### config.mk
export PLATFORM = sky130hd
export DESIGN_NAME = crsf_frame_receiver_flat
export DESIGN_NICKNAME = d
export VERILOG_FILES = /design/src/rtl/core/crsf_pkg.sv /design/src/rtl/core/crsf_if.sv /design/src/rtl/core/crsf_payload_ram.sv /design/src/rtl/core/crsf_chan_unpack.sv /design/src/rtl/core/crsf_frame_receiver.sv /design/src/flat_wrapper.sv
export SDC_FILE = /design/constraint.sdc
export NUM_CORES = 1
export LEC_CHECK = 0
export ABC_AREA = 0
export BUFFER_PORTS_ARGS = -buffer_cell sky130_fd_sc_hd__buf_2
export CAP_MARGIN = 20
export CELL_PAD_IN_SITES_DETAIL_PLACEMENT = 0
export CELL_PAD_IN_SITES_GLOBAL_PLACEMENT = 2
export CORE_ASPECT_RATIO = 1.75
export CORE_MARGIN = 3
export CORE_UTILIZATION = 50
export CTS_CLUSTER_DIAMETER = 60
export CTS_CLUSTER_SIZE = 8
export DETAILED_ROUTE_END_ITERATION = 16
export GPL_ROUTABILITY_DRIVEN = 0
export PLACE_DENSITY_LB_ADDON = 0.15
export SETUP_SLACK_MARGIN = 0.5
export SKIP_CTS_REPAIR_TIMING = 1
export SLEW_MARGIN = 15
export SYNTH_ARGS = -nofsm -noshare
export SYNTH_HDL_FRONTEND = slang
export SYNTH_HIERARCHICAL = 1
export SYNTH_SLANG_ARGS = --single-unit
### constraint.sdc
create_clock -name clk -period 19.78 [get_ports clk]
set_clock_uncertainty 0.15 [all_clocks]
set_input_delay 0 -clock clk [delete_from_list [all_inputs] [get_ports clk]]
set_output_delay 0 -clock clk [all_outputs]
set_load 0.02 [all_outputs]
### src/rtl/core/crsf_pkg.sv
// Shared types, constants and helper functions of the CRSF frame receiver.
package crsf_pkg;

  // Payload store geometry.
  localparam int PAYLOAD_DEPTH = 64;
  localparam int PAYLOAD_AW    = $clog2(PAYLOAD_DEPTH);

  // Frame layout.
  localparam logic [7:0] MIN_FRAME_LEN = 8'd2;
  localparam int         RC_PAYLOAD    = 22;
  localparam logic [5:0] RC_MIN_LEN    = 6'(RC_PAYLOAD + 2);
  localparam int         BYTE_IDX_W    = $clog2(RC_PAYLOAD + 1);

  // Frame types that the receiver accepts.
  localparam logic [7:0] FT_RC_CHANNELS = 8'h16;
  localparam logic [7:0] FT_PING        = 8'h28;
  localparam logic [7:0] FT_DEVICE_INFO = 8'h29;
  localparam logic [7:0] FT_PARAM_ENTRY = 8'h2B;
  localparam logic [7:0] FT_PARAM_READ  = 8'h2C;
  localparam logic [7:0] FT_PARAM_WRITE = 8'h2D;
  localparam logic [7:0] FT_COMMAND     = 8'h32;

  localparam logic [7:0] CRC_POLY = 8'hD5;

  // Channel packing.
  localparam int CHAN_W      = 11;
  localparam int CHAN_VAL_W  = 12;
  localparam int CHAN_COUNT  = 16;
  localparam int CHAN_IDX_W  = $clog2(CHAN_COUNT);
  localparam int SCALE_SPLIT = 4;
  localparam int ACC_W       = CHAN_W + 7;
  localparam int BITS_W      = $clog2(ACC_W + 1);

  // Scaling coefficients: gains are Q0.32, offsets Q12.32, rounded to nearest.
  localparam int PROD_W = CHAN_W + 32;
  localparam int SUM_W  = PROD_W + 1;
  localparam logic [63:0] A0_FULL =
    ((64'd610873549 << 32) + 64'd500000000) / 64'd1000000000;
  localparam logic [63:0] A1_FULL =
    ((64'd624609619 << 32) + 64'd500000000) / 64'd1000000000;
  localparam logic [63:0] B0_FULL = (64'd894 << 32) +
    (((64'd208002443 << 32) + 64'd500000000) / 64'd1000000000);
  localparam logic [63:0] B1_FULL = (64'd881 << 32) +
    (((64'd199562773 << 32) + 64'd500000000) / 64'd1000000000);
  localparam logic [31:0]      SCALE_A0 = A0_FULL[31:0];
  localparam logic [31:0]      SCALE_A1 = A1_FULL[31:0];
  localparam logic [SUM_W-1:0] SCALE_B0 = B0_FULL[SUM_W-1:0];
  localparam logic [SUM_W-1:0] SCALE_B1 = B1_FULL[SUM_W-1:0];

  // Configuration register indexes.
  localparam logic [1:0] CFG_SCALE_ENABLE      = 2'd0;
  localparam logic [1:0] CFG_MAX_FRAME_LEN     = 2'd1;
  localparam logic [1:0] CFG_ADDRESS_PRIMARY   = 2'd2;
  localparam logic [1:0] CFG_ADDRESS_SECONDARY = 2'd3;

  typedef enum logic [2:0] {
    ST_OK    = 3'd0,
    ST_CRC   = 3'd1,
    ST_LEN   = 3'd2,
    ST_TYPE  = 3'd3,
    ST_SHORT = 3'd4
  } status_t;

  typedef enum logic [2:0] {
    PH_HUNT,
    PH_LEN,
    PH_TYPE,
    PH_PAYLOAD,
    PH_CRC
  } parse_phase_t;

  typedef enum logic [2:0] {
    D_IDLE,
    D_FETCH,
    D_LOAD,
    D_MUL,
    D_ADD,
    D_OUT
  } dec_state_t;

  // One decoded channel offered by the unpacker to the output stage.
  typedef struct packed {
    logic                  valid;
    logic [CHAN_IDX_W-1:0] index;
    logic [CHAN_VAL_W-1:0] value;
    logic                  last;
  } chan_beat_t;

  // CRC-8, MSB first, one byte per call.
  function automatic logic [7:0] crc8_step(input logic [7:0] crc, input logic [7:0] b);
    logic [7:0] c;
    c = crc ^ b;
    for (int k = 0; k < 8; k++) begin
      c = c[7] ? ((c << 1) ^ CRC_POLY) : (c << 1);
    end
    return c;
  endfunction

  function automatic logic type_ok(input logic [7:0] t);
    return t inside {FT_RC_CHANNELS, FT_PING, FT_DEVICE_INFO, FT_PARAM_ENTRY,
                     FT_PARAM_READ, FT_PARAM_WRITE, FT_COMMAND};
  endfunction

endpackage

### src/rtl/core/crsf_if.sv
// Valid/ready channel interfaces for received bytes and frame results.
interface crsf_byte_if;
  logic       valid;
  logic       ready;
  logic [7:0] rx_byte;

  modport source (output valid, output rx_byte, input ready);
  modport sink (input valid, input rx_byte, output ready);
endinterface

interface crsf_result_if;
  logic        valid;
  logic        ready;
  logic [2:0]  status;
  logic [7:0]  dest_address;
  logic [7:0]  frame_len;
  logic [7:0]  frame_type;
  logic        has_channel;
  logic [3:0]  chan_index;
  logic [11:0] chan_value;
  logic        last;

  modport source (output valid, output status, output dest_address, output frame_len,
                  output frame_type, output has_channel, output chan_index,
                  output chan_value, output last, input ready);
  modport sink (input valid, input status, input dest_address, input frame_len,
                input frame_type, input has_channel, input chan_index,
                input chan_value, input last, output ready);
endinterface

### src/rtl/core/crsf_payload_ram.sv
// Single-port-write, single-port-read synchronous RAM for the frame payload.
module crsf_payload_ram #(
  parameter int DEPTH = 64,
  parameter int WIDTH = 8
) (
  input  logic                     clk,
  input  logic                     wr_en,
  input  logic [$clog2(DEPTH)-1:0] wr_addr,
  input  logic [WIDTH-1:0]         wr_data,
  input  logic                     rd_en,
  input  logic [$clog2(DEPTH)-1:0] rd_addr,
  output logic [WIDTH-1:0]         rd_data
);

  logic [WIDTH-1:0] mem [DEPTH];

  always_ff @(posedge clk) begin
    if (wr_en) begin
      mem[wr_addr] <= wr_data;
    end
  end

  always_ff @(posedge clk) begin
    if (rd_en) begin
      rd_data <= mem[rd_addr];
    end
  end

endmodule

### src/rtl/core/crsf_chan_unpack.sv
// Reads the RC payload from the store and unpacks, optionally scales, sixteen channels.
module crsf_chan_unpack
  import crsf_pkg::*;
(
  input  logic                  clk,
  input  logic                  rst_n,
  input  logic                  start,
  input  logic                  scale_en,
  output logic                  rd_en,
  output logic [PAYLOAD_AW-1:0] rd_addr,
  input  logic [7:0]            rd_data,
  input  logic                  take,
  output chan_beat_t            beat,
  output logic                  busy
);

  dec_state_t            state_r, state_nxt;
  logic [ACC_W-1:0]      acc_r, acc_nxt;
  logic [BITS_W-1:0]     bits_r, bits_nxt;
  logic [BYTE_IDX_W-1:0] byte_idx_r, byte_idx_nxt;
  logic [CHAN_IDX_W-1:0] idx_r, idx_nxt;
  logic [PROD_W-1:0]     prod_r, prod_nxt;
  logic [CHAN_VAL_W-1:0] value_r, value_nxt;

  logic [CHAN_W-1:0] raw;
  logic [31:0]       gain;
  logic [SUM_W-1:0]  offset;
  logic [SUM_W-1:0]  sum;

  // The first four channels use their own gain and offset.
  assign raw    = acc_r[CHAN_W-1:0];
  assign gain   = (idx_r < CHAN_IDX_W'(SCALE_SPLIT)) ? SCALE_A0 : SCALE_A1;
  assign offset = (idx_r < CHAN_IDX_W'(SCALE_SPLIT)) ? SCALE_B0 : SCALE_B1;
  assign sum    = SUM_W'(prod_r) + offset;

  always_ff @(posedge clk) begin
    if (!rst_n) begin
      state_r <= D_IDLE;
    end else begin
      state_r <= state_nxt;
    end
  end

  always_ff @(posedge clk) begin
    acc_r      <= acc_nxt;
    bits_r     <= bits_nxt;
    byte_idx_r <= byte_idx_nxt;
    idx_r      <= idx_nxt;
    prod_r     <= prod_nxt;
    value_r    <= value_nxt;
  end

  // Next state and datapath.
  always_comb begin
    state_nxt    = state_r;
    acc_nxt      = acc_r;
    bits_nxt     = bits_r;
    byte_idx_nxt = byte_idx_r;
    idx_nxt      = idx_r;
    prod_nxt     = prod_r;
    value_nxt    = value_r;
    case (state_r)
      D_IDLE: begin
        if (start) begin
          acc_nxt      = '0;
          bits_nxt     = '0;
          byte_idx_nxt = '0;
          idx_nxt      = '0;
          state_nxt    = D_FETCH;
        end
      end
      D_FETCH: begin
        state_nxt = D_LOAD;
      end
      D_LOAD: begin
        // Bytes arrive least significant bit first behind the bits still held.
        acc_nxt      = acc_r | (ACC_W'(rd_data) << bits_r);
        bits_nxt     = bits_r + BITS_W'(8);
        byte_idx_nxt = byte_idx_r + 1'b1;
        state_nxt    = (bits_nxt >= BITS_W'(CHAN_W)) ? D_MUL : D_FETCH;
      end
      D_MUL: begin
        acc_nxt   = acc_r >> CHAN_W;
        bits_nxt  = bits_r - BITS_W'(CHAN_W);
        value_nxt = CHAN_VAL_W'(raw);
        prod_nxt  = PROD_W'(gain) * PROD_W'(raw);
        state_nxt = scale_en ? D_ADD : D_OUT;
      end
      D_ADD: begin
        value_nxt = sum[SUM_W-1:32];
        state_nxt = D_OUT;
      end
      D_OUT: begin
        if (take) begin
          if (idx_r == CHAN_IDX_W'(CHAN_COUNT - 1)) begin
            state_nxt = D_IDLE;
          end else begin
            idx_nxt   = idx_r + 1'b1;
            state_nxt = D_FETCH;
          end
        end
      end
      default: begin
        state_nxt = D_IDLE;
      end
    endcase
  end

  // Outputs.
  always_comb begin
    rd_en      = (state_r == D_FETCH);
    rd_addr    = PAYLOAD_AW'(byte_idx_r);
    beat.valid = (state_r == D_OUT);
    beat.index = idx_r;
    beat.value = value_r;
    beat.last  = (idx_r == CHAN_IDX_W'(CHAN_COUNT - 1));
    busy       = (state_r != D_IDLE);
  end

endmodule

### src/rtl/core/crsf_frame_receiver.sv
// CRSF frame receiver: byte parser, payload store, channel unpacker and result register.
// A single-beat result is registered and is on the output the cycle after its byte is taken.
// For a good RC frame the unpacker fetches and loads payload bytes, forms each channel, scales
// it when scaling is on and offers it to the result register. Bytes are taken one per cycle
// while the result register is free and the unpacker is idle. The unpacker starts the next
// channel once its beat is taken, and no byte is taken until the sixteenth beat has gone.
// Reset: synchronous, active low; parser hunts, configuration returns to its defaults.
module crsf_frame_receiver
  import crsf_pkg::*;
(
  input  logic                clk,
  input  logic                rst_n,
  crsf_byte_if.sink           in_if,
  crsf_result_if.source       out_if,
  input  logic                cfg_we,
  input  logic [1:0]          cfg_index,
  input  logic [7:0]          cfg_data
);

  // Configuration registers.
  logic       scale_en_r;
  logic [5:0] max_len_r;
  logic [7:0] addr_pri_r;
  logic [7:0] addr_sec_r;

  // Parser state.
  parse_phase_t phase_r, phase_nxt;
  logic [7:0]   held_address_r, held_address_nxt;
  logic [5:0]   held_length_r, held_length_nxt;
  logic [7:0]   held_type_r, held_type_nxt;
  logic [5:0]   count_r, count_nxt;
  logic [7:0]   crc_r, crc_nxt;

  // Result register.
  logic                  out_valid_r;
  status_t               out_status_r;
  logic [7:0]            out_address_r;
  logic [7:0]            out_len_r;
  logic [7:0]            out_type_r;
  logic                  out_has_r;
  logic [CHAN_IDX_W-1:0] out_index_r;
  logic [CHAN_VAL_W-1:0] out_value_r;
  logic                  out_last_r;

  logic       out_free;
  logic       in_take;
  logic [7:0] rx;
  logic       len_bad;
  logic [5:0] count_inc;

  logic       res_valid;
  status_t    res_status;
  logic [7:0] res_len;
  logic [7:0] res_type;
  logic       dec_start;

  logic                  ram_we;
  logic                  ram_re;
  logic [PAYLOAD_AW-1:0] ram_raddr;
  logic [7:0]            ram_rdata;
  chan_beat_t            beat;
  logic                  dec_busy;
  logic                  dec_take;

  // The result register is free when empty or being emptied in this cycle. Bytes are
  // held off while the unpacker reads the store, so the parser never writes an entry
  // that is being read.
  assign out_free    = !out_valid_r || out_if.ready;
  assign in_if.ready = out_free && !dec_busy;
  assign in_take     = in_if.valid && in_if.ready;
  assign rx          = in_if.rx_byte;
  assign dec_take    = beat.valid && out_free;
  assign count_inc   = count_r + 1'b1;

  // A length byte fails when it is below the minimum, above the configured maximum or
  // would carry more payload than the store can hold.
  assign len_bad = (rx < MIN_FRAME_LEN) || (rx > {2'b00, max_len_r}) ||
                   (32'(rx) > PAYLOAD_DEPTH + 2);

  always_ff @(posedge clk) begin
    if (!rst_n) begin
      scale_en_r <= 1'b0;
      max_len_r  <= 6'd62;
      addr_pri_r <= 8'd200;
      addr_sec_r <= 8'd236;
    end else if (cfg_we) begin
      case (cfg_index)
        CFG_SCALE_ENABLE:      scale_en_r <= cfg_data[0];
        CFG_MAX_FRAME_LEN:     max_len_r  <= cfg_data[5:0];
        CFG_ADDRESS_PRIMARY:   addr_pri_r <= cfg_data;
        CFG_ADDRESS_SECONDARY: addr_sec_r <= cfg_data;
        default: begin
        end
      endcase
    end
  end

  always_ff @(posedge clk) begin
    if (!rst_n) begin
      phase_r        <= PH_HUNT;
      held_address_r <= '0;
      held_length_r  <= '0;
      held_type_r    <= '0;
      count_r        <= '0;
      crc_r          <= '0;
    end else begin
      phase_r        <= phase_nxt;
      held_address_r <= held_address_nxt;
      held_length_r  <= held_length_nxt;
      held_type_r    <= held_type_nxt;
      count_r        <= count_nxt;
      crc_r          <= crc_nxt;
    end
  end

  // Parser next state. The CRC covers the type byte and every payload byte.
  always_comb begin
    phase_nxt        = phase_r;
    held_address_nxt = held_address_r;
    held_length_nxt  = held_length_r;
    held_type_nxt    = held_type_r;
    count_nxt        = count_r;
    crc_nxt          = crc_r;
    if (in_take) begin
      case (phase_r)
        PH_HUNT: begin
          if (rx == addr_pri_r || rx == addr_sec_r) begin
            held_address_nxt = rx;
            phase_nxt        = PH_LEN;
          end
        end
        PH_LEN: begin
          if (len_bad) begin
            phase_nxt = PH_HUNT;
          end else begin
            held_length_nxt = rx[5:0];
            phase_nxt       = PH_TYPE;
          end
        end
        PH_TYPE: begin
          if (!type_ok(rx)) begin
            phase_nxt = PH_HUNT;
          end else begin
            held_type_nxt = rx;
            crc_nxt       = crc8_step(8'h00, rx);
            count_nxt     = '0;
            // A frame of type byte alone goes straight to its CRC byte.
            phase_nxt     = (held_length_r <= 6'(MIN_FRAME_LEN)) ? PH_CRC : PH_PAYLOAD;
          end
        end
        PH_PAYLOAD: begin
          crc_nxt   = crc8_step(crc_r, rx);
          count_nxt = count_inc;
          if (({1'b0, count_inc} + 7'd2) >= {1'b0, held_length_r}) begin
            phase_nxt = PH_CRC;
          end
        end
        PH_CRC: begin
          phase_nxt = PH_HUNT;
        end
        default: begin
          phase_nxt = PH_HUNT;
        end
      endcase
    end
  end

  // Parser outputs: a single-beat result, or the start of channel unpacking.
  always_comb begin
    res_valid  = 1'b0;
    res_status = ST_OK;
    res_len    = {2'b00, held_length_r};
    res_type   = held_type_r;
    dec_start  = 1'b0;
    if (in_take) begin
      case (phase_r)
        PH_LEN: begin
          if (len_bad) begin
            res_valid  = 1'b1;
            res_status = ST_LEN;
            res_len    = rx;
            res_type   = 8'h00;
          end
        end
        PH_TYPE: begin
          if (!type_ok(rx)) begin
            res_valid  = 1'b1;
            res_status = ST_TYPE;
            res_type   = rx;
          end
        end
        PH_CRC: begin
          if (rx != crc_r) begin
            res_valid  = 1'b1;
            res_status = ST_CRC;
          end else if (held_type_r != FT_RC_CHANNELS) begin
            res_valid  = 1'b1;
            res_status = ST_OK;
          end else if (held_length_r < RC_MIN_LEN) begin
            // An RC frame too short to hold all sixteen channels.
            res_valid  = 1'b1;
            res_status = ST_SHORT;
          end else begin
            dec_start = 1'b1;
          end
        end
        default: begin
        end
      endcase
    end
  end

  assign ram_we = in_take && (phase_r == PH_PAYLOAD) && (32'(count_r) < PAYLOAD_DEPTH);

  crsf_payload_ram #(
    .DEPTH (PAYLOAD_DEPTH),
    .WIDTH (8)
  ) u_store (
    .clk     (clk),
    .wr_en   (ram_we),
    .wr_addr (PAYLOAD_AW'(count_r)),
    .wr_data (rx),
    .rd_en   (ram_re),
    .rd_addr (ram_raddr),
    .rd_data (ram_rdata)
  );

  crsf_chan_unpack u_unpack (
    .clk      (clk),
    .rst_n    (rst_n),
    .start    (dec_start),
    .scale_en (scale_en_r),
    .rd_en    (ram_re),
    .rd_addr  (ram_raddr),
    .rd_data  (ram_rdata),
    .take     (dec_take),
    .beat     (beat),
    .busy     (dec_busy)
  );

  // Result register. A parser result and a channel beat never compete: bytes are not
  // taken while the unpacker is busy.
  always_ff @(posedge clk) begin
    if (!rst_n) begin
      out_valid_r <= 1'b0;
    end else if (res_valid || dec_take) begin
      out_valid_r <= 1'b1;
    end else if (out_if.ready) begin
      out_valid_r <= 1'b0;
    end
  end

  always_ff @(posedge clk) begin
    if (res_valid) begin
      out_status_r  <= res_status;
      out_address_r <= held_address_r;
      out_len_r     <= res_len;
      out_type_r    <= res_type;
      out_has_r     <= 1'b0;
      out_index_r   <= '0;
      out_value_r   <= '0;
      out_last_r    <= 1'b1;
    end else if (dec_take) begin
      out_status_r  <= ST_OK;
      out_address_r <= held_address_r;
      out_len_r     <= {2'b00, held_length_r};
      out_type_r    <= held_type_r;
      out_has_r     <= 1'b1;
      out_index_r   <= beat.index;
      out_value_r   <= beat.value;
      out_last_r    <= beat.last;
    end
  end

  assign out_if.valid        = out_valid_r;
  assign out_if.status       = out_status_r;
  assign out_if.dest_address = out_address_r;
  assign out_if.frame_len    = out_len_r;
  assign out_if.frame_type   = out_type_r;
  assign out_if.has_channel  = out_has_r;
  assign out_if.chan_index   = out_index_r;
  assign out_if.chan_value   = out_value_r;
  assign out_if.last         = out_last_r;

endmodule
### src/flat_wrapper.sv
// flat-port wrapper written by rule: the top's interface ports become plain ports
module crsf_frame_receiver_flat import crsf_pkg::*;
  (clk, rst_n, cfg_we, cfg_index, cfg_data, in_if_valid, in_if_rx_byte, in_if_ready, out_if_valid, out_if_status, out_if_dest_address, out_if_frame_len, out_if_frame_type, out_if_has_channel, out_if_chan_index, out_if_chan_value, out_if_last, out_if_ready);
  crsf_byte_if in_if_i ();
  crsf_result_if out_if_i ();
  input  logic clk;
  input  logic rst_n;
  input  logic cfg_we;
  input  logic [1:0] cfg_index;
  input  logic [7:0] cfg_data;
  input wire logic [$bits(in_if_i.valid)-1:0] in_if_valid;
  input wire logic [$bits(in_if_i.rx_byte)-1:0] in_if_rx_byte;
  output wire logic [$bits(in_if_i.ready)-1:0] in_if_ready;
  output wire logic [$bits(out_if_i.valid)-1:0] out_if_valid;
  output wire logic [$bits(out_if_i.status)-1:0] out_if_status;
  output wire logic [$bits(out_if_i.dest_address)-1:0] out_if_dest_address;
  output wire logic [$bits(out_if_i.frame_len)-1:0] out_if_frame_len;
  output wire logic [$bits(out_if_i.frame_type)-1:0] out_if_frame_type;
  output wire logic [$bits(out_if_i.has_channel)-1:0] out_if_has_channel;
  output wire logic [$bits(out_if_i.chan_index)-1:0] out_if_chan_index;
  output wire logic [$bits(out_if_i.chan_value)-1:0] out_if_chan_value;
  output wire logic [$bits(out_if_i.last)-1:0] out_if_last;
  input wire logic [$bits(out_if_i.ready)-1:0] out_if_ready;
  assign in_if_i.valid = in_if_valid;
  assign in_if_i.rx_byte = in_if_rx_byte;
  assign in_if_ready = in_if_i.ready;
  assign out_if_valid = out_if_i.valid;
  assign out_if_status = out_if_i.status;
  assign out_if_dest_address = out_if_i.dest_address;
  assign out_if_frame_len = out_if_i.frame_len;
  assign out_if_frame_type = out_if_i.frame_type;
  assign out_if_has_channel = out_if_i.has_channel;
  assign out_if_chan_index = out_if_i.chan_index;
  assign out_if_chan_value = out_if_i.chan_value;
  assign out_if_last = out_if_i.last;
  assign out_if_i.ready = out_if_ready;
  crsf_frame_receiver u_core (.clk(clk), .rst_n(rst_n), .in_if(in_if_i), .out_if(out_if_i), .cfg_we(cfg_we), .cfg_index(cfg_index), .cfg_data(cfg_data));
endmodule
; After elaboration in Yosys (flattened, before gate mapping)
; Memories as Yosys holds them, arrays and structs flattened. A register that Yosys moved wholly into a read port is not among the register bits.
; Index checks and enable logic that the tools add are counted.
[classes]
n_addsub = 7
mul = 1
order_cmp = 8
eq_ne = 30
shifts = 1
n_mux = 82
bitwise = 19
n_reduce_logical = 36
[op_table]
columns = operator, n
row1 = $mux 8, 29
row2 = $not 5->5, 16
row3 = $pmux 18 s3, 1
row4 = $eq 8x6->1 const B, 6
row5 = $add 43x42->44, 1
row6 = $mul 32x11->43, 1
row7 = $mux 3, 12
row8 = $mux 36, 1
row9 = $pmux 8 s2, 2
row10 = $mux 26, 1
row11 = $pmux 12 s2, 1
row12 = $mux 18, 1
row13 = $or 18x18->18, 1
row14 = $pmux 3 s6, 1
row15 = $shl 8x5->18, 1
row16 = $mux 1, 17
row17 = $eq 8x8->1, 2
row18 = $pmux 5 s3, 1
row19 = $reduce_and 3->1, 5
row20 = $reduce_and 2->1, 7
row21 = $eq 3x2->1 const B, 4
row22 = $mux 4, 3
row23 = $pmux 3 s4, 1
row24 = $pmux 6 s2, 1
row25 = 42 further kinds, 68
[word_totals]
register_bits = 198
ram_bits = 512
output_inout_bits = 47
elab_cells = 211
mem_count = 1
[mem_list]
columns = name, depth, word_bits, read_ports, rd_clocked_by_memory_dff, wr, line
row1 = u_core.u_store.mem, 64, 8, 1, 1, 1, crsf_payload_ram.sv:15  ; logic [WIDTH-1:0] mem [DEPTH];

; Logic depth before layout (Yosys ltp)
; Gate-level depths: netlist of the first run.
[logic_depth]
ltp_word = 18
depth_mapped = 28

; Hierarchy
; Netlist of the first run, hierarchy kept.
[modules_own_cells]
columns = mod, n_inst, cells_each, area_each_um2, seq_area_each_um2
row1 = crsf_payload_ram, 1, 967, 20315.7, 15615.0
row2 = crsf_chan_unpack, 1, 1257, 12154.2, 2642.5
row3 = crsf_frame_receiver, 1, 620, 5549.1, 2432.3

; Worst setup path before layout of the first run
; OpenSTA, ideal clock, no wires.
[synth_path]
kind = register -> register
from = reg u_core.u_unpack.idx_r[2]
to = reg u_core.u_unpack.prod_r[24] (data pin)
setup_ps = 263
arrival_time_ps = 6246
t_required_ps = 19367
path_slack_ps = 13121
stages_incl_launch_ff = 26
synth_period_minus_slack_ps = 6659
path_cell_list = edfxtp_1 buf_6 or2_1 buf_6 inv_2 buf_2 buf_1 nand2_1 fa_1 fa_1 inv_1 fa_1 fa_1 inv_1 fa_1 inv_1 ha_1 a21oi_1 o21ai_0 a31oi_1 a21oi_1 or3_1 a21o_1 a21o_1 a31oi_1 xnor2_1
[synth_via]
elab_chain_cells = 3
[synth_lines]
columns = item, line
row1 = from (decl), crsf_chan_unpack.sv:21  ; logic [CHAN_IDX_W-1:0] idx_r, idx_nxt;
row2 = from (signal assigned), crsf_chan_unpack.sv:48  ; idx_r <= idx_nxt;
row3 = $lt 4x3->1, crsf_chan_unpack.sv:32  ; assign gain = (idx_r < CHAN_IDX_W'(SCALE_SPLIT)) ? SCALE_A0 : SCALE_A1;
row4 = $mux 26, crsf_chan_unpack.sv:32
row5 = $mul 32x11->43, crsf_chan_unpack.sv:86  ; prod_nxt = PROD_W'(gain) * PROD_W'(raw);
row6 = to (signal assigned), crsf_chan_unpack.sv:49  ; prod_r <= prod_nxt;
row7 = to (decl), crsf_chan_unpack.sv:22  ; logic [PROD_W-1:0] prod_r, prod_nxt;
; No other way between the ends.
; A chain may end at the register's enable or synchronous reset.

; Worst setup path after layout of the first run
[layout_path]
from = reg u_core.u_unpack.idx_r[2]
to = reg u_core.u_unpack.prod_r[37] (data pin)
; The elaborated chain is that of the path after synthesis.

==> results.sh, run 1 <==
export IMPL_outcome="finished, violations left"
export IMPL_violated_checks="negative hold slack"
export IMPL_num_io_pins=70
export IMPL_global_route_usage_total_pct=25.4
export IMPL_avgSynthCellArea_um2=13.4
export IMPL_max_slew_worst_pin_slew_ns=1.08
export IMPL_areaGrowthSynthToFinish_pct=12.0
export IMPL_viasPerCell=5.73
export IMPL_antenna_found_initial=3
export IMPL_antenna_violating_nets_post_route=0
export IMPL_intPower_w=0.00261
export IMPL_ys_async_sr_fraction_pct=0
export IMPL_timing_rr_start="u_core/u_unpack/idx_r[2]"
export IMPL_yosys_warnings=6
export IMPL_synth_seq_area_share_pct=54.4
export IMPL_htree_num_levels=3
export IMPL_worst_ep_required_time_ns=20.04
export IMPL_grt_pass1_vias=24500
export IMPL_multiplexer_share_of_the_synthesized_area_pct=8.92
export IMPL_synthSimpleGateAreaFrac_pct=8.27
export IMPL_chipWidth_um=214
export IMPL_yosys_register_bits=717
export IMPL_drtIter0Drc=1461
export IMPL_grt_first_pass_wirelength_um=150000
export IMPL_clock_power_share_pct=46.9
export IMPL_groute_layer_met3_usage_pct=3.29
export IMPL_report_final_hold_viol_count=1
export IMPL_initial_utilization_pct=50.5
export IMPL_timing_final_max_slew_violations=0
export IMPL_layout_drive_gt1_share_pct=12.6
export IMPL_maxClockFrequency_mhz=125
export IMPL_largest_net_degree_at_the_start_of_global_routing=118
export IMPL_regToRegSetupSlack_ns=11.77
export IMPL_clk_pin_slew_worst_paths_ns=0.06
export IMPL_setup_worst_path_class="flip-flop to flip-flop"
export IMPL_groute_layer_met2_usage_pct=48.5
export IMPL_antenna_diode_count=0
export IMPL_synth_cells=2844
export IMPL_cts_tree="built"
export IMPL_critical_path_arrival_ns=8.27
export IMPL_max_ir_drop_vdd_mv=0.101
export IMPL_row_count=133
export IMPL_timing_critical_path_fanout_max=28
export IMPL_cts_root_to_sink_buffers=3
export IMPL_max_cap_violations=0
export IMPL_netSwitchingPower_w=0.000686
export IMPL_yosys_cell_types_count=91
export IMPL_cts_buffers=100
export IMPL_placeable_core_area_um2=75200
export IMPL_postPlaceCellArea_um2=39300
export IMPL_power_density_nw_per_um2=77.3
export IMPL_grt_setup_unrepaired="false"
export IMPL_die_height_um=371
export IMPL_wirelength_um=100000
export IMPL_synthAdderAreaFrac_pct=13.9
export IMPL_grt_busiest_layer="met2"
export IMPL_clock_insertion_delay_worst_skew_ns=0.68
export IMPL_finalCritPeriodShare_pct=40.5
export IMPL_cts_root_buffer="clkbuf_16"
export IMPL_die_area_um2=79500
export IMPL_total_leakage_power_nw=16.1
export IMPL_dr_total_vias=23100
export IMPL_max_slew_margin_pct=27.8
export IMPL_switching_share_pct=20.8
export IMPL_post_dp_hpwl_um=72200
export IMPL_crit_end="u_core/u_unpack/prod_r[37]"
export IMPL_fin_total_pwr_w=0.00329
export IMPL_layout_cell_area_non_filler_um2=42600
export IMPL_combinationalPowerShare_pct=3.0
export IMPL_groute_layer_met1_usage_pct=26.7
export IMPL_whs_path_depth=4
export IMPL_detailedRoute_firstPassIterationCount=5
export IMPL_synth_compound_area_share_pct=6.95
export IMPL_post_synth_xor_area_fraction_pct=2.92
export IMPL_synth_top_family_by_area="adder cells"
export IMPL_clock_sinks=717
export IMPL_timing_setup_tns_ns=0
export IMPL_synth_ff_type="edfxtp_1"
export IMPL_finalWorstPathRequiredPeriod_ns=8.01
export IMPL_worstHoldPathType="primary input to flip-flop"
export IMPL_routed_wire_length_per_instance_um=24.8
export IMPL_port_buffers=69
export IMPL_global_route_overflow_total=0
export IMPL_finish_net_count=3323
export IMPL_share_seq_of_total_power_pct=50.2
export IMPL_synth_cell_area_um2=38000
export IMPL_critical_path_reg2reg_endpoint="u_core/u_unpack/prod_r[37]"
export IMPL_cp_end_kind="flip-flop"
export IMPL_synth_edff_count=633
export IMPL_startpoint="u_core/u_unpack/idx_r[2]"
export IMPL_post_route_drc_count=0
export IMPL_reg2regPathDepth=18
export IMPL_timing_critical_path_from_type="flip-flop"
export IMPL_report_final_setup_viol=0
export IMPL_hold_slack_ns=-0.000683
-- layer usage --
metal | up-vias | share of wire [%]
li1 | 10500 | -
met1 | 11800 | 35
met2 | 609 | 56
met3 | 233 | 3.9
met4 | 0 | 5.9
met5 | - | 0
-- through the flow --
step	cells	setup WS (ns)	utilization [%]
6_report	4038	11.77	56.6
5_1_grt	4038	11.26	56.6
4_1_cts	3995	11.65	56.0
3_5_place_dp	3843	11.65	52.3
3_3_place_gp	3843	11.80	52.3
2_1_floorplan	2846	13.12	-
-- logic make-up (layout without fill, tap and decap cells) --
| kind of cell | after synthesis | after routing |
|---|---|---|
| AND/OR/NAND/NOR | 665 | 665 |
| flip-flops | 717 | 717 |
| AO/OA/AOI/OAI | 406 | 406 |
| buffers and inverters | 422 | 602 |
| other | 2 | 4 |
| multiplexers | 188 | 188 |
| adder cells (fa/ha/maj) | 325 | 325 |
| XOR/XNOR | 119 | 119 |
-- registers in the layout (all words and copies together) (netlist names), 6 cells and up --
name	cells
u_core/u_unpack/acc_r	18
u_core/held_length_r	6
u_core/out_if.frame_type	8
u_core/out_if.chan_value	12
u_core/held_type_r	8
u_core/u_unpack/value_r	12
u_core/out_if.dest_address	8
u_core/count_r	6
u_core/out_if.frame_len	8
u_core/u_store/mem	512
u_core/addr_sec_r	8
u_core/crc_r	8
u_core/held_address_r	8
u_core/u_store/rd_data	8
u_core/max_len_r	6
u_core/u_unpack/prod_r	42
u_core/addr_pri_r	8
-- power groups by stage --
stage / Clock (W) / Combinational [W] / Sequential (W)
after CTS: 0.00158 / 0.0000917 / 0.00165
after global placement: 0 / 0.0000893 / 0.00168
after global routing: 0.00164 / 0.000107 / 0.00165
final: 0.00154 / 0.0000973 / 0.00165
after detailed placement: 0 / 0.0000916 / 0.00168
after floorplan: 0 / 0.0000505 / 0.00168
-- synthesized netlist by cell type, types with 21 or more instances --
cell / count / area share, %
xor2_1: 35 / 0.81
o21ai_0: 80 / 1.1
nor2b_1: 50 / 0.82
a21oi_1: 110 / 1.4
a22oi_1: 21 / 0.41
mux4_2: 119 / 7.0
nand2_1: 216 / 2.1
edfxtp_1: 633 / 50
dfxtp_1: 84 / 4.4
nor3_1: 35 / 0.46
nor2_1: 173 / 1.7
fa_1: 160 / 8.4
clkbuf_1: 80 / 0.79
nand3_1: 59 / 0.78
mux2i_1: 57 / 1.5
inv_1: 293 / 2.9
ha_1: 164 / 5.4
nand2b_1: 31 / 0.51
o22ai_1: 26 / 0.43
a21o_1: 28 / 0.55
xnor2_1: 79 / 1.8
-- worst max-delay path, stage by stage, from the launching register on --
cell	delay, ns
edfxtp_1	0.50
or2_1	0.87
inv_2	0.56
nor2_1	0.69
or2_2	0.24
ha_1	0.24
fa_1	0.50
inv_1	0.05
fa_1	0.46
fa_1	0.52
fa_1	0.55
inv_1	0.04
ha_1	0.39
nand4_1	0.15
o221a_2	0.33
a2111oi_2	0.82
o211ai_1	0.29
o21ai_0	0.28
xor2_1	0.10
-- worst min path at each step --
stage	to	startpoint	slack (ns)
finish	u_core/addr_pri_r[7]	cfg_data[7]	-0.0007
global route	u_core/addr_pri_r[7]	cfg_data[7]	0.02
CTS	u_core/addr_sec_r[6]	cfg_data[6]	-0.62
detailed placement	u_core/addr_sec_r[6]	cfg_data[6]	0.09
global placement	u_core/addr_pri_r[6]	cfg_data[6]	0.09
floorplan	u_core/u_store/mem[0][0]	in_if_rx_byte[0]	-0.05
-- cell type report --
cell class / instances / area, um^2
Fill cell: 6243 / 32600
Sequential cell: 717 / 20700
Tap cell: 1012 / 1270
Multi-Input combinational cell: 1707 / 15600
Clock inverter: 9 / 148
Timing Repair Buffer: 154 / 1130
Inverter: 296 / 1110
Clock buffer: 143 / 2660
-- cell usage in the layout (no fill, tap or decap), drive strengths merged, types with 8 or more instances in the layout --
cell	netlist	layout
a211oi	9	9
a21boi	17	17
a21o	28	28
a21oi	110	110
a22oi	21	21
a31oi	20	20
and2	17	17
and3	8	8
buf	46	112
clkbuf	80	144
dfxtp	84	84
dlygate4sd3	0	41
edfxtp	633	633
fa	160	160
ha	164	164
inv	294	297
mux2	12	12
mux2i	57	57
mux4	119	119
nand2	216	216
nand2b	31	31
nand3	59	59
nand3b	8	8
nand4	15	15
nor2	174	174
nor2b	50	50
nor3	37	37
o211ai	12	12
o21ai	89	89
o221ai	8	8
o22ai	26	26
or2	10	10
or3	11	11
xnor2	80	80
xor2	35	35
Power figures use the tool's default switching activity.
==> inputs of run 2 (changes only) <==
--- a/config.mk
+++ b/config.mk
@@ -5,14 +5,14 @@
 export SDC_FILE = /design/constraint.sdc
 export NUM_CORES = 1
 export LEC_CHECK = 0
-export ABC_AREA = 0
+export ABC_AREA = 1
 export BUFFER_PORTS_ARGS = -buffer_cell sky130_fd_sc_hd__buf_2
 export CAP_MARGIN = 20
 export CELL_PAD_IN_SITES_DETAIL_PLACEMENT = 0
 export CELL_PAD_IN_SITES_GLOBAL_PLACEMENT = 2
 export CORE_ASPECT_RATIO = 1.75
 export CORE_MARGIN = 3
-export CORE_UTILIZATION = 50
+export CORE_UTILIZATION = 38
 export CTS_CLUSTER_DIAMETER = 60
 export CTS_CLUSTER_SIZE = 8
 export DETAILED_ROUTE_END_ITERATION = 16
==> constraint.sdc (replaced) <==
create_clock -name clk -period 6.7 [get_ports clk]
set_clock_uncertainty 0.15 [all_clocks]
set_input_delay 0 -clock clk [delete_from_list [all_inputs] [get_ports clk]]
set_output_delay 0 -clock clk [all_outputs]
set_load 0.02 [all_outputs]
==> results.sh, run 2 <==
export IMPL_hold_slack_ns=-0.0122
export IMPL_layout_cell_area_non_filler_um2=46400
export IMPL_routed_wire_length_per_instance_um=23.5
export IMPL_postPlaceCellArea_um2=42800
export IMPL_finalCritPeriodShare_pct=90.2
export IMPL_total_leakage_power_nw=19.2
export IMPL_max_ir_drop_vdd_mv=0.294
export IMPL_row_count=158
export IMPL_worst_ep_required_time_ns=6.99
export IMPL_die_height_um=441
export IMPL_violated_checks="negative hold slack"
export IMPL_grt_pass1_vias=31100
export IMPL_power_density_nw_per_um2=351
export IMPL_antenna_found_initial=0
export IMPL_chipWidth_um=254
export IMPL_synthSimpleGateAreaFrac_pct=23.0
export IMPL_antenna_violating_nets_post_route=0
export IMPL_port_buffers=69
export IMPL_drtIter0Drc=1639
export IMPL_finalWorstPathRequiredPeriod_ns=6.04
export IMPL_timing_critical_path_fanout_max=9
export IMPL_layout_drive_gt1_share_pct=8.89
export IMPL_max_cap_violations=0
export IMPL_synth_ff_type="edfxtp_1"
export IMPL_placeable_core_area_um2=107000
export IMPL_largest_register_ff_count=512
export IMPL_synth_seq_area_share_pct=50.4
export IMPL_die_area_um2=112000
export IMPL_yosys_cell_types_count=61
export IMPL_mostFrequentLayoutCell="nand2_1"
export IMPL_timing_rr_start="u_core/u_unpack/idx_r[3]"
export IMPL_cts_root_to_sink_buffers=3
export IMPL_cts_tree="built"
export IMPL_dr_total_vias=30400
export IMPL_grt_setup_unrepaired="false"
export IMPL_fillers=10600
export IMPL_fin_cells=5950
export IMPL_worst_hold_path_endpoint="u_core/max_len_r[5]"
export IMPL_timing_critical_path_from_type="flip-flop"
export IMPL_areaGrowthSynthToFinish_pct=13.1
export IMPL_netlist_top_cell_by_area="edfxtp_1"
export IMPL_grt_busiest_layer="met2"
export IMPL_mostFrequentLayoutCells="nand2_1 (1,243), edfxtp_1 (633), nand3_1 (563)"
export IMPL_global_route_overflow_total=0
export IMPL_most_instantiated_cells_after_synthesis="nand2_1 (1,249), edfxtp_1 (633), nand3_1 (563)"
export IMPL_num_io_pins=70
export IMPL_synthAdderAreaFrac_pct=12.8
export IMPL_initial_utilization_pct=38.5
export IMPL_clock_sinks=717
export IMPL_critical_path_reg2reg_endpoint="u_core/u_unpack/prod_r[23]"
export IMPL_avgSynthCellArea_um2=9.34
export IMPL_cts_buffers=102
export IMPL_finish_net_count=4893
export IMPL_post_synth_xor_area_fraction_pct=1.37
export IMPL_worstHoldPathType="primary input to flip-flop"
export IMPL_wirelength_um=140000
export IMPL_post_route_drc_count=0
export IMPL_antenna_diode_count=0
export IMPL_timing_setup_tns_ns=0
export IMPL_timing_final_max_slew_violations=0
export IMPL_detailedRoute_firstPassIterationCount=6
export IMPL_post_synth_top_count_cell="nand2_1"
export IMPL_synth_cell_area_um2=41000
export IMPL_hold_sp="cfg_data[5]"
export IMPL_report_final_hold_viol_count=1
export IMPL_regToRegSetupSlack_ns=0.66
export IMPL_clock_insertion_delay_worst_skew_ns=0.71
export IMPL_largest_net_degree_at_the_start_of_global_routing=167
export IMPL_biggest_regs="u_core/u_store/mem: 512 flops, u_core/u_unpack/prod_r: 42 flops, u_core/u_unpack/acc_r: 18 flops"
export IMPL_reg2regPathDepth=21
export IMPL_outcome="finished, violations left"
export IMPL_setup_worst_path_class="flip-flop to flip-flop"
export IMPL_synth_compound_area_share_pct=4.80
export IMPL_max_slew_worst_pin_slew_ns=1.32
export IMPL_fin_total_pwr_w=0.0163
export IMPL_groute_layer_met2_usage_pct=49.4
export IMPL_synth_cells=4392
export IMPL_yosys_warnings=6
export IMPL_max_slew_margin_pct=12.1
export IMPL_critical_path_arrival_ns=6.33
export IMPL_synth_top_cells_by_area="edfxtp_1 (46%), nand2_1 (11%), fa_1 (7.8%)"
export IMPL_post_dp_hpwl_um=102000
export IMPL_groute_layer_met1_usage_pct=23.8
export IMPL_maxClockFrequency_mhz=165
export IMPL_global_route_usage_total_pct=25.1
export IMPL_multiplexer_share_of_the_synthesized_area_pct=0.0244
export IMPL_top_register="u_core/u_store/mem"
export IMPL_synth_top_family_by_area="simple AND/OR/NAND/NOR gates"
export IMPL_whs_path_depth=4
export IMPL_htree_num_levels=3
export IMPL_groute_layer_met3_usage_pct=2.98
export IMPL_yosys_register_bits=717
export IMPL_grt_first_pass_wirelength_um=204000
export IMPL_clk_pin_slew_worst_paths_ns=0.05
export IMPL_ys_async_sr_fraction_pct=0
export IMPL_cp_end_kind="flip-flop"
export IMPL_viasPerCell=5.11
export IMPL_cts_root_buffer="clkbuf_16"
export IMPL_yosys_area_top_type_share_pct=46.3
export IMPL_numPlacedInstances=5752
export IMPL_synth_edff_count=633
export IMPL_report_final_setup_viol=0
-- run 2: changes by cell type after synthesis, moves of 23 or more --
| cell | previous run | this run |
|---|---|---|
| nor2_1 | 173 | 277 |
| nor2b_1 | 50 | 0 |
| buf_2 | 16 | 53 |
| inv_1 | 293 | 535 |
| nand2b_1 | 31 | 0 |
| mux2i_1 | 57 | 1 |
| nand2_1 | 216 | 1249 |
| nand3_1 | 59 | 563 |
| clkbuf_1 | 80 | 33 |
| a21o_1 | 28 | 5 |
| a21oi_1 | 110 | 145 |
| xnor2_1 | 79 | 23 |
| o21ai_0 | 80 | 107 |
| mux4_2 | 119 | 0 |
-- run 2: final cells by class --
class	instances	area, um^2	area share [%]
inverter	554	2100	4.52
sequential	717	20700	44.6
clock inverter	13	231	0.499
clock buffer	135	2710	5.83
multi-input combinational	2965	17500	37.6
tap	1360	1700	3.67
timing repair buffer	206	1530	3.29
-- run 2: metal layers --
layer	vias up	share of wire [%]
li1	14800	-
met1	14600	33
met2	656	56
met3	339	3.0
met4	0	7.7
met5	-	0
-- run 2: worst max path at each step --
| stage | from | end | slack (ns) | cells past startpoint |
|---|---|---|---|---|
| floorplan | u_core/u_unpack/idx_r[2] | u_core/u_unpack/prod_r[29] | 0.80 | 22 |
| global placement | u_core/u_unpack/idx_r[3] | u_core/u_unpack/prod_r[29] | -0.14 | 25 |
| detailed placement | u_core/u_unpack/idx_r[3] | u_core/u_unpack/prod_r[29] | -0.11 | 25 |
| CTS | u_core/u_unpack/idx_r[3] | u_core/u_unpack/prod_r[29] | -0.11 | 25 |
| global route | u_core/u_unpack/idx_r[3] | u_core/u_unpack/prod_r[29] | 0.50 | 25 |
| finish | u_core/u_unpack/idx_r[3] | u_core/u_unpack/prod_r[23] | 0.66 | 21 |
-- run 2: critical path, cell delays in order (launching register included) --
cell      delay (ns)
edfxtp_1        0.44
nor2_4          0.15
buf_12          0.15
buf_4           0.13
nand2_1         0.11
fa_2            0.62
fa_1            0.51
fa_1            0.57
inv_1           0.05
fa_1            0.51
fa_1            0.50
ha_1            0.36
nand2_2         0.15
inv_1           0.09
a21oi_4         0.20
o21ai_0         0.13
buf_4           0.15
or2_2           0.31
a21oi_2         0.16
buf_4           0.14
xnor2_1         0.07
buf_4           0.14
-- run 2: metrics by stage --
step | util (%) | setup WS (ns)
floorplan | - | 0.796
global placement | 40.1 | -0.141
detailed placement | 40.1 | -0.107
CTS | 42.9 | -0.108
global route | 43.6 | 0.503
finish | 43.6 | 0.657
-- run 2: cell families (layout without fill, tap and decap cells) --
logic type                 count (synthesis)  after routing
and+or+nand+nor                         2222           2222
DFF                                      717            717
buffers and inverters                    712            908
AOI/OAI and AO/OA                        350            350
adders and majority gates                324            324
xor gates and xnor gates                  64             64
other                                      2              4
muxes                                      1              1
-- run 2: report_power, final --
group          internal (W)  switching (W)  leakage, nW
logic               0.00218        0.00417         11.4
registers           0.00511      0.0000166         6.39
clock network       0.00284        0.00197         1.41
total                0.0101        0.00615         19.2
==> inputs of run 3 (changes only) <==
--- a/config.mk
+++ b/config.mk
@@ -17,6 +17,7 @@
 export CTS_CLUSTER_SIZE = 8
 export DETAILED_ROUTE_END_ITERATION = 16
 export GPL_ROUTABILITY_DRIVEN = 0
+export GPL_TIMING_DRIVEN = 0
 export PLACE_DENSITY_LB_ADDON = 0.15
 export SETUP_SLACK_MARGIN = 0.5
 export SKIP_CTS_REPAIR_TIMING = 1
==> results.sh, run 3 (synthesis gave the netlist of run 2 again) <==
export IMPL_critical_path_arrival_ns=6.39
export IMPL_largest_net_degree_at_the_start_of_global_routing=62
export IMPL_initial_utilization_pct=38.5
export IMPL_viasPerCell=5.20
export IMPL_pre_cts_ws_ns=-0.933
export IMPL_timing_final_max_slew_violations=0
export IMPL_worst_slack_ns=0.591
export IMPL_layout_drive_gt1_share_pct=12.4
export IMPL_dr_total_vias=31600
export IMPL_grt_pass1_vias=31900
export IMPL_cts_root_buffer="clkbuf_16"
export IMPL_mostFrequentLayoutCells="nand2_1 (1,232), edfxtp_1 (633), nand3_1 (562)"
export IMPL_multi_input_area_um2=18000
export IMPL_layout_core_utilization_pct=45.0
export IMPL_worstHoldPathType="primary input to flip-flop"
export IMPL_htree_num_levels=3
export IMPL_setup_worst_path_class="flip-flop to flip-flop"
export IMPL_chipWidth_um=254
export IMPL_placeable_core_area_um2=107000
export IMPL_power_density_nw_per_um2=350
export IMPL_cts_tree="built"
export IMPL_global_route_overflow_total=0
export IMPL_finalWorstPathRequiredPeriod_ns=6.11
export IMPL_worst_ep_required_time_ns=6.98
export IMPL_num_io_pins=70
export IMPL_post_dp_hpwl_um=113000
export IMPL_die_height_um=441
export IMPL_antenna_found_initial=0
export IMPL_cp_end_kind="flip-flop"
export IMPL_routed_wire_length_per_instance_um=24.3
export IMPL_report_final_setup_viol=0
export IMPL_max_slew_margin_pct=20.2
export IMPL_total_leakage_power_nw=19.9
export IMPL_wirelength_um=148000
export IMPL_regToRegSetupSlack_ns=0.59
export IMPL_timing_critical_path_from_type="flip-flop"
export IMPL_largest_register_ff_count=512
export IMPL_detailedRoute_firstPassIterationCount=6
export IMPL_report_final_hold_viol_count=1
export IMPL_grt_setup_unrepaired="true"
export IMPL_cts_root_to_sink_buffers=3
export IMPL_biggest_regs="u_core/u_store/mem: 512 flops, u_core/u_unpack/prod_r: 42 flops, u_core/u_unpack/acc_r: 18 flops"
export IMPL_maxClockFrequency_mhz=164
export IMPL_max_slew_worst_pin_slew_ns=1.19
export IMPL_max_ir_drop_vdd_mv=0.250
export IMPL_fillers=10500
export IMPL_finish_net_count=5040
export IMPL_max_cap_violations=0
export IMPL_grt_first_pass_wirelength_um=211000
export IMPL_antenna_diode_count=0
export IMPL_row_count=158
export IMPL_antenna_violating_nets_post_route=0
export IMPL_hold_slack_ns=-0.00937
export IMPL_outcome="finished, violations left"
export IMPL_mostFrequentLayoutCell="nand2_1"
export IMPL_top_register="u_core/u_store/mem"
export IMPL_drtIter0Drc=1908
export IMPL_die_area_um2=112000
export IMPL_finalCritPeriodShare_pct=91.2
export IMPL_timing_critical_path_fanout_max=8
export IMPL_port_buffers=69
export IMPL_clock_sinks=717
export IMPL_areaGrowthSynthToFinish_pct=17.0
export IMPL_layout_area_seq_um2=20700
export IMPL_clk_pin_slew_worst_paths_ns=0.05
export IMPL_violated_checks="negative hold slack"
export IMPL_post_route_drc_count=0
export IMPL_cts_buffers=100
export IMPL_clock_insertion_delay_worst_skew_ns=0.71
export IMPL_global_route_usage_total_pct=26.3
run 3: path summary, 6_finish.rpt:
check	from	end	cells past startpoint
worst max-delay path	u_core/u_unpack/idx_r[2]	u_core/u_unpack/prod_r[37]	21
worst min-delay path	cfg_data[0]	u_core/scale_en_r	4
worst max register to register	u_core/u_unpack/idx_r[2]	u_core/u_unpack/prod_r[37]	21
worst min register to register	u_core/held_address_r[2]	u_core/out_if.dest_address[2]	0
run 3: worst max-delay path, cell delays in order, from the launching register on:
cell       delay, ns
edfxtp_1        0.56
nor2_4          0.32
buf_12          0.19
buf_4           0.12
clkbuf_16       0.15
nor2_4          0.07
buf_12          0.18
fa_1            0.40
fa_1            0.52
inv_1           0.05
fa_1            0.50
fa_1            0.46
fa_1            0.55
inv_1           0.07
ha_4            0.30
nand2_1         0.09
nor2_2          0.15
inv_2           0.08
nor3_4          0.19
nand2_1         0.07
o211ai_1        0.38
xor2_2          0.33
run 3: area by class of cell:
class | count | share of cell area, %
Buffer | 158 | 2.26
Clock buffer | 125 | 5.45
Clock inverter | 8 | 0.344
Inverter | 554 | 4.35
Multi-Input combinational cell | 2966 | 37.4
Sequential cell | 717 | 43.1
Tap cell | 1360 | 3.54
Timing Repair Buffer | 196 | 3.54
run 3: layer usage:
layer  track usage [%]  share of wire, %
met1              26.4                34
met2              50.7                55
met3              3.04               3.5
met4              16.5               7.4
met5                 0                 0
run 3: power breakdown:
part           internal, W  switching (W)
clock              0.00275        0.00190
sequential         0.00511      0.0000149
combinational      0.00260        0.00443
total               0.0105        0.00634
run 3: per-stage QoR:
stage / setup TNS [ns] / total power, W / instance area (um^2) / cells
2_1_floorplan: 0 / 0.00877 / 41000 / 4394
3_5_place_dp: -19.51 / 0.0110 / 43400 / 5839
5_1_grt: 0 / 0.0176 / 48000 / 6084
3_3_place_gp: -39.82 / 0.0110 / 43100 / 5823
6_report: 0 / 0.0168 / 48000 / 6084
4_1_cts: -19.45 / 0.0157 / 46200 / 5972
